### src/design/trqks_pkg.sv
// Shared types and constants for the task ring queue with key sort.
package trqks_pkg;

	localparam int DEFAULT_QUEUE_DEPTH = 16;

	localparam int ID_W     = 8;
	localparam int TICK_W   = 32;
	localparam int KIND_W   = 2;
	localparam int COUNT_W  = 5;

	localparam int IN_TDATA_W  = 80;
	localparam int IN_TUSER_W  = KIND_W;
	localparam int OUT_TDATA_W = 32;

	localparam logic [KIND_W-1:0] KIND_PUSH = 2'd0;
	localparam logic [KIND_W-1:0] KIND_POP  = 2'd1;
	localparam logic [KIND_W-1:0] KIND_SORT = 2'd2;

	typedef struct packed {
		logic [TICK_W-1:0] period;
		logic [TICK_W-1:0] deadline;
		logic [ID_W-1:0]   id;
	} entry_t;

	localparam int ENTRY_W = $bits(entry_t);

endpackage

### src/design/trqks_ram.sv
// Generic simple dual-port RAM with registered read.
module trqks_ram #(
	parameter int WIDTH = 8,
	parameter int DEPTH = 16
) (
	input  logic                     clk,
	input  logic                     wr_en,
	input  logic [$clog2(DEPTH)-1:0] wr_addr,
	input  logic [WIDTH-1:0]         wr_data,
	input  logic [$clog2(DEPTH)-1:0] rd_addr,
	output logic [WIDTH-1:0]         rd_data
);

	logic [WIDTH-1:0] mem_q [DEPTH];

	always_ff @(posedge clk) begin
		if (wr_en) begin
			mem_q[wr_addr] <= wr_data;
		end
		rd_data <= mem_q[rd_addr];
	end

endmodule

### src/design/task_ring_queue_with_key_sort.sv
// Task ring queue: push, pop and stable insertion sort by deadline or period.
// Push, pop and no-op: an accepted item runs EXEC, HRD, HCAP and FIN; the result goes valid as input is ready again.
// Sort of n entries: each entry from the second onward is walked toward the head in steps;
// each step is one read, one compare and one write on the entry RAM.
// One item in flight; while a result waits, the next item runs but its result holds until taken.
// Reset (arst_n low, asynchronous) empties the queue and head; entry RAM contents are not cleared.
module task_ring_queue_with_key_sort #(
	parameter int QUEUE_DEPTH = trqks_pkg::DEFAULT_QUEUE_DEPTH
) (
	input  logic                               clk,
	input  logic                               arst_n,
	input  logic                               s_axis_tvalid,
	output logic                               s_axis_tready,
	// task_id[7:0], task_deadline[39:8], task_period[71:40], sort_key[72], zero fill
	input  logic [trqks_pkg::IN_TDATA_W-1:0]   s_axis_tdata,
	// kind[1:0]
	input  logic [trqks_pkg::IN_TUSER_W-1:0]   s_axis_tuser,
	output logic                               m_axis_tvalid,
	input  logic                               m_axis_tready,
	// popped_id[7:0], popped_valid[8], push_accepted[9], entry_count[14:10],
	// head_id[22:15], is_empty[23], is_full[24], zero fill
	output logic [trqks_pkg::OUT_TDATA_W-1:0]  m_axis_tdata
);

	import trqks_pkg::*;

	localparam int IDX_W = $clog2(QUEUE_DEPTH);
	localparam int CNT_W = $clog2(QUEUE_DEPTH + 1);

	typedef enum logic [9:0] {
		ST_IDLE = 10'b0000000001,
		ST_EXEC = 10'b0000000010,
		ST_RDI  = 10'b0000000100,
		ST_GETI = 10'b0000001000,
		ST_RDJ  = 10'b0000010000,
		ST_CMP  = 10'b0000100000,
		ST_PUT  = 10'b0001000000,
		ST_HRD  = 10'b0010000000,
		ST_HCAP = 10'b0100000000,
		ST_FIN  = 10'b1000000000
	} state_t;

	function automatic logic [IDX_W-1:0] ring_pos(input logic [IDX_W-1:0] base,
	                                              input logic [IDX_W-1:0] off);
		logic [IDX_W:0] s;
		s = {1'b0, base} + {1'b0, off};
		if (s >= (IDX_W+1)'(QUEUE_DEPTH)) begin
			s = s - (IDX_W+1)'(QUEUE_DEPTH);
		end
		return s[IDX_W-1:0];
	endfunction

	state_t            state_q;
	logic [IDX_W-1:0]  head_q;
	logic [CNT_W-1:0]  occ_q;
	logic [KIND_W-1:0] kind_q;
	entry_t            ent_q;
	logic              key_q;
	entry_t            cur_q;
	logic [IDX_W-1:0]  i_q;
	logic [IDX_W-1:0]  j_q;
	logic [ID_W-1:0]   head_id_q;
	logic [ID_W-1:0]   pop_id_q;
	logic              pop_vld_q;
	logic              push_acc_q;
	logic              m_valid_q;
	logic [OUT_TDATA_W-1:0] m_data_q;

	logic              ram_we;
	logic [IDX_W-1:0]  wr_off;
	logic [IDX_W-1:0]  rd_off;
	logic [IDX_W-1:0]  wr_pos;
	logic [IDX_W-1:0]  rd_pos;
	entry_t            ram_wd;
	entry_t            ram_rd;
	logic              move_up;
	logic              full;
	logic              i_last;
	logic              out_free;
	logic              in_fire;
	logic [ID_W-1:0]   head_id_out;

	trqks_ram #(
		.WIDTH(ENTRY_W),
		.DEPTH(QUEUE_DEPTH)
	) u_ram (
		.clk    (clk),
		.wr_en  (ram_we),
		.wr_addr(wr_pos),
		.wr_data(ram_wd),
		.rd_addr(rd_pos),
		.rd_data(ram_rd)
	);

	assign full     = (occ_q == CNT_W'(QUEUE_DEPTH));
	assign in_fire  = s_axis_tvalid && s_axis_tready;
	assign out_free = !m_valid_q || m_axis_tready;
	assign i_last   = ((CNT_W'(i_q) + CNT_W'(1)) == occ_q);
	assign move_up  = key_q ? (ram_rd.period > cur_q.period)
	                        : (ram_rd.deadline > cur_q.deadline);

	assign s_axis_tready = (state_q == ST_IDLE);
	assign m_axis_tvalid = m_valid_q;
	assign m_axis_tdata  = m_data_q;

	always_comb begin
		wr_off = j_q;
		rd_off = '0;
		ram_we = 1'b0;
		ram_wd = cur_q;
		case (state_q)
			ST_EXEC: begin
				wr_off = (kind_q == KIND_POP) ? IDX_W'(1) : occ_q[IDX_W-1:0];
				ram_we = (kind_q == KIND_PUSH) && !full;
				ram_wd = ent_q;
			end
			ST_RDI: rd_off = i_q;
			ST_RDJ: rd_off = j_q - IDX_W'(1);
			ST_CMP: begin
				ram_we = 1'b1;
				ram_wd = move_up ? ram_rd : cur_q;
			end
			ST_PUT: ram_we = 1'b1;
			default: ;
		endcase
	end

	assign wr_pos = ring_pos(head_q, wr_off);
	assign rd_pos = ring_pos(head_q, rd_off);

	assign head_id_out = (occ_q != '0) ? head_id_q : '0;

	always_ff @(posedge clk or negedge arst_n) begin
		if (!arst_n) begin
			state_q   <= ST_IDLE;
			head_q    <= '0;
			occ_q     <= '0;
			m_valid_q <= 1'b0;
		end else begin
			if ((state_q == ST_FIN) && out_free) begin
				m_valid_q <= 1'b1;
			end else if (m_axis_tready) begin
				m_valid_q <= 1'b0;
			end
			case (state_q)
				ST_IDLE: begin
					if (in_fire) begin
						state_q <= ST_EXEC;
					end
				end
				ST_EXEC: begin
					state_q <= ((kind_q == KIND_SORT) && (occ_q > CNT_W'(1))) ? ST_RDI : ST_HRD;
					if (kind_q == KIND_PUSH) begin
						if (!full) begin
							occ_q <= occ_q + CNT_W'(1);
						end
					end else if (kind_q == KIND_POP) begin
						if (occ_q != '0) begin
							head_q <= wr_pos;
							occ_q  <= occ_q - CNT_W'(1);
						end
					end
				end
				ST_RDI:  state_q <= ST_GETI;
				ST_GETI: state_q <= ST_RDJ;
				ST_RDJ:  state_q <= ST_CMP;
				ST_CMP: begin
					if (move_up) begin
						state_q <= (j_q == IDX_W'(1)) ? ST_PUT : ST_RDJ;
					end else begin
						state_q <= i_last ? ST_HRD : ST_RDI;
					end
				end
				ST_PUT:  state_q <= i_last ? ST_HRD : ST_RDI;
				ST_HRD:  state_q <= ST_HCAP;
				ST_HCAP: state_q <= ST_FIN;
				ST_FIN: begin
					if (out_free) begin
						state_q <= ST_IDLE;
					end
				end
				default: state_q <= ST_IDLE;
			endcase
		end
	end

	always_ff @(posedge clk) begin
		case (state_q)
			ST_IDLE: begin
				if (in_fire) begin
					kind_q      <= s_axis_tuser[KIND_W-1:0];
					ent_q       <= {s_axis_tdata[71:40], s_axis_tdata[39:8], s_axis_tdata[7:0]};
					key_q       <= s_axis_tdata[72];
				end
			end
			ST_EXEC: begin
				pop_vld_q  <= (kind_q == KIND_POP) && (occ_q != '0);
				pop_id_q   <= ((kind_q == KIND_POP) && (occ_q != '0)) ? head_id_q : '0;
				push_acc_q <= (kind_q == KIND_PUSH) && !full;
				i_q        <= IDX_W'(1);
			end
			ST_GETI: begin
				cur_q <= ram_rd;
				j_q   <= i_q;
			end
			ST_CMP: begin
				if (move_up) begin
					j_q <= j_q - IDX_W'(1);
				end else begin
					i_q <= i_q + IDX_W'(1);
				end
			end
			ST_PUT: i_q <= i_q + IDX_W'(1);
			ST_HCAP: head_id_q <= ram_rd.id;
			ST_FIN: begin
				if (out_free) begin
					m_data_q <= {7'd0, full, (occ_q == '0), head_id_out, COUNT_W'(occ_q),
					             push_acc_q, pop_vld_q, pop_id_q};
				end
			end
			default: ;
		endcase
	end

endmodule
### config.mk
export PLATFORM = sky130hd
export DESIGN_NAME = task_ring_queue_with_key_sort
export DESIGN_NICKNAME = d
export VERILOG_FILES = /design/src/design/trqks_pkg.sv /design/src/design/trqks_ram.sv /design/src/design/task_ring_queue_with_key_sort.sv
export SDC_FILE = /design/constraint.sdc
export NUM_CORES = 1
export LEC_CHECK = 0
export CAP_MARGIN = 5
export CORE_ASPECT_RATIO = 1.4
export CORE_MARGIN = 2
export CORE_UTILIZATION = 57
export DETAILED_ROUTE_END_ITERATION = 7
export DONT_BUFFER_PORTS = 1
export GPL_TIMING_DRIVEN = 0
export PLACE_DENSITY_LB_ADDON = 0.15
export SYNTH_ARGS = -nofsm -noshare
export SYNTH_HDL_FRONTEND = slang
export SYNTH_SLANG_ARGS = --single-unit
### constraint.sdc
create_clock -name clk -period 6.6 [get_ports clk]
set_clock_uncertainty 0.15 [all_clocks]
set_input_delay 0.33 -clock clk [delete_from_list [all_inputs] [get_ports clk]]
set_output_delay 0.33 -clock clk [all_outputs]
set_load 0.02 [all_outputs]
==> flow_summary.json <==
{
  "post_layout_nonfiller_instances": 4241,
  "postSynthCellCount": 2517,
  "most_common_cell_after_layout_fill_and_taps_aside": "sky130_fd_sc_hd__edfxtp_1",
  "clock_sinks": 1442,
  "multi_input_area_um2": 12300,
  "vdd_ir_drop_max_v": 0.000350,
  "yosys_most_used_dff": "sky130_fd_sc_hd__edfxtp_1",
  "grt_busiest_layer": "met2",
  "post_synth_main_area_contributors": "sky130_fd_sc_hd__edfxtp_1 73%, sky130_fd_sc_hd__mux4_2 14%, sky130_fd_sc_hd__dfxtp_1 2.6%, sky130_fd_sc_hd__ha_1 1.7%, sky130_fd_sc_hd__a221o_1 1.3%",
  "htreeDepth": 4,
  "post_synth_fa_ha_maj_area_fraction_pct": 1.81,
  "post-route-cell-area_um2": 64200,
  "crit_arrival_ps": 6710,
  "synth_top_family_by_area": "multiplexers",
  "layout.nets": 2991,
  "grt_met1_use_pct": 37.6,
  "yosys.area_share.simple_pct": 2.54,
  "criticalPathCategory": "reg2reg",
  "power.switching_mw": 6.88,
  "detailed_place.area_um2": 58700,
  "power_density_nw_per_um2": 386,
  "run_status": "finished clean",
  "totalNegativeSetupSlack_ps": 0,
  "max-slew-margin-rel_pct": 10.1,
  "power.share.switching_pct": 27.8,
  "min_period_over_period_pct": 97.3,
  "remaining_drc_errors": 0,
  "dp_hpwl_um": 89200,
  "worst_setup_hold_path_clk_slew_ps": 70,
  "regArea_um2": 42500,
  "globalRouteMet3Util_pct": 5.03,
  "r2r_start": "state_q[8]$_DFFE_PN0P_",
  "cts_root_buffer": "sky130_fd_sc_hd__clkbuf_16",
  "synth_xor_xnor_area_share_pct": 0.379,
  "synth_top_area_share_pct": 73.0,
  "detailroute.via_count": 27346,
  "holdWs_ps": 30.0,
  "fillers": 6239,
  "grt.met2_usage_pct": 50.1,
  "layout.cells.most_common_list": "1350 x sky130_fd_sc_hd__edfxtp_1, 339 x sky130_fd_sc_hd__mux4_2, 140 x sky130_fd_sc_hd__clkbuf_16",
  "layout-drive-gt1-share_pct": 23.3,
  "muxShareOfSynthArea_pct": 14.8,
  "grt_antenna_before_repair": 6,
  "fraction_of_the_mapped_netlist_area_in_compound_gates_pct": 2.36,
  "grt_use_total_pct": 29.2,
  "power_share_of_the_sequential_group_pct": 46.1,
  "synth.lib_cells_used.distinct": 71,
  "total_power_mw": 24.8,
  "hold_violations": 0,
  "async_reset_ff_share_pct": 1.39,
  "synth.cell_area_um2": 55500,
  "crit_path_end_kind": "register",
  "finalSetupViolations": 0,
  "tightest_slew_ps": 1350,
  "ioPinCount": 120,
  "critPathRequiredTime_ps": 6890,
  "worstHoldPathType": "in2async",
  "die_w_um": 268,
  "ant_nets": 0,
  "clock_latency_ps": 760,
  "post_drt_wl_per_cell_um": 33.6,
  "synth_top_cell_by_area": "sky130_fd_sc_hd__edfxtp_1",
  "place.gp.congestion": 0.824,
  "avgViaCountPerCell": 6.45,
  "cts.path.max_buffers": 3,
  "die-area_um2": 100000,
  "grt_start_max_net_pins": 39,
  "final_max_slew_viol_count": 0,
  "globalRoute.totalOverflow": 0,
  "crit_path_start": "state_q[8]$_DFFE_PN0P_",
  "numCtsBuffers": 134,
  "max_freq_mhz": 156,
  "post-place-cells": 3889,
  "synth-warning-count": 0,
  "sequential_cell_area_fraction_in_the_yosys_report_pct": 76.5,
  "initial_core_util_pct": 57.5,
  "via_count_of_the_first_global_routing_pass": 28469,
  "numPortBuffers": 0,
  "yosys_register_bits": 1442,
  "rows": 135,
  "syn2layout_area_growth_pct": 15.7,
  "period_minus_slack_ps": 6420,
  "power_report.internal_total_mw": 17.9,
  "cts_tree": "done",
  "synth_edf_count": 1350,
  "critPathLaunchType": "register",
  "maxCapViolCount": 0,
  "core_area_um2": 96600,
  "dr.first_iter.drc_count": 3313,
  "total_leakage_power_nw": 21.0,
  "wirelength_um": 142000,
  "die_span_in_y_um": 373,
  "pwr-share-comb_pct": 22.1,
  "drt-pass1-iter-count": 5,
  "biggest_fanout_along_the_worst_timing_path": 19,
  "synthesized_area_divided_by_synthesized_cell_count_um2": 22.1,
  "grt_first_pass_wirelength_um": 201000,
  "power.clock.fraction_pct": 31.8
}
==> worst max-delay path: stages (launching register included) <==
cell                       delay (ps)
sky130_fd_sc_hd__dfrtp_1          430
sky130_fd_sc_hd__or4_4            560
sky130_fd_sc_hd__or4_1            480
sky130_fd_sc_hd__buf_2            210
sky130_fd_sc_hd__clkinv_2         180
sky130_fd_sc_hd__buf_2            470
sky130_fd_sc_hd__clkbuf_4         580
sky130_fd_sc_hd__nor2_1           100
sky130_fd_sc_hd__a31oi_1          170
sky130_fd_sc_hd__ha_1             190
sky130_fd_sc_hd__inv_1             60
sky130_fd_sc_hd__fa_1             530
sky130_fd_sc_hd__or3_1            550
sky130_fd_sc_hd__nor2_4           630
sky130_fd_sc_hd__buf_12           290
sky130_fd_sc_hd__buf_16           200
sky130_fd_sc_hd__buf_12           200
==> sequential cells by signal (all words and copies together), names as in the netlist, 5 cells and up <==
register       cells
pop_id_q           8
m_axis_tdata      25
cur_q             72
occ_q              5
u_ram.rd_data     72
u_ram.mem_q     1152
ent_q             72
head_id_q          8
state_q           10
==> metrics by stage <==
stage,worst slack [ps],util (%)
floorplan,-516,-
global placement,-6440,59.2
detailed placement,-16.6,60.8
CTS,1.40,66.5
global route,-14.2,66.5
finish,178,66.5
==> worst paths after layout <==
| check | cells after the start | slack (ps) | end |
|---|---|---|---|
| hold reg to reg | 0 | 270 | m_axis_tdata[9]$_DFFE_PP_ |
| min in group clk | 1 | 50 | ent_q[21]$_DFFE_PP_ |
| hold / removal | 1 | 30 | head_q[2]$_DFFE_PN0P_ |
| setup / recovery | 16 | 180 | u_ram.mem_q[6][58]$_DFFE_PP_ |
| max in group asynchronous | 1 | 5670 | state_q[1]$_DFFE_PN0P_ |
| setup reg to reg | 16 | 180 | u_ram.mem_q[6][58]$_DFFE_PP_ |
==> metal layers <==
layer | vias to the layer above | part of all wire (%) | wire [um]
li1 | 11133 | - | -
met1 | 14659 | 37 | 52000
met2 | 1285 | 52 | 74300
met3 | 269 | 7.2 | 10200
met4 | 0 | 4.0 | 5730
met5 | - | 0 | 0
==> layout make-up <==
type                       count  area share (%)
inverter                      80           0.469
clock inverter                75            1.18
tap                         1301            2.53
buffer                       114           0.935
clock buffer                 174            5.82
multi-input combinational    887            19.2
sequential                  1442            66.1
antenna                        1         0.00390
timing repair buffer         167            3.75
==> repair_timing <==
item                                    CTS  global route
hold buffers                             97             0
setup buffers                             2             3
endpoints found under the setup margin   13           131
hold endpoints to repair                162             0
pin swaps                                 1             2
gates resized for setup                   0             1
==> cells in the mapped netlist, drive strengths merged (2+ instances only) <==
cell / n
a31oi: 2
edfxtp: 1350
o211ai: 2
mux4: 360
nor2b: 11
a221o: 74
nand3b: 4
inv: 79
a21oi: 32
nand4: 14
o31ai: 2
and2: 86
nor4: 5
xnor2: 14
o21ai: 27
ha: 77
o21a: 2
nor2: 41
a221oi: 3
mux2: 2
fa: 2
and4b: 3
or3b: 2
a21o: 8
buf: 37
nand2b: 6
nor3: 7
or3: 3
or4: 3
xor2: 7
o31a: 3
dfrtp: 19
nand2: 46
clkbuf: 77
nand3: 11
and3: 7
dfxtp: 72
==> power groups by stage <==
stage / logic, mW / clock network [mW] / registers [mW]
global route: 5.82 / 8.31 / 11.5
finish: 5.48 / 7.89 / 11.4
CTS: 5.54 / 7.98 / 11.4
global placement: 5.22 / 0 / 11.6
detailed placement: 5.47 / 0 / 11.6
floorplan: 3.62 / 0 / 11.4
==> kinds of logic (layout without fill, tap and decap cells) <==
family	after synthesis	after routing
adders and majority gates	79	79
muxes	362	362
other	1	8
buffers and inverters	194	610
DFF	1442	1442
AOI/OAI and AO/OA	164	164
and+or+nand+nor	254	254
xor gates and xnor gates	21	21
(Power assumes the default switching activity.)
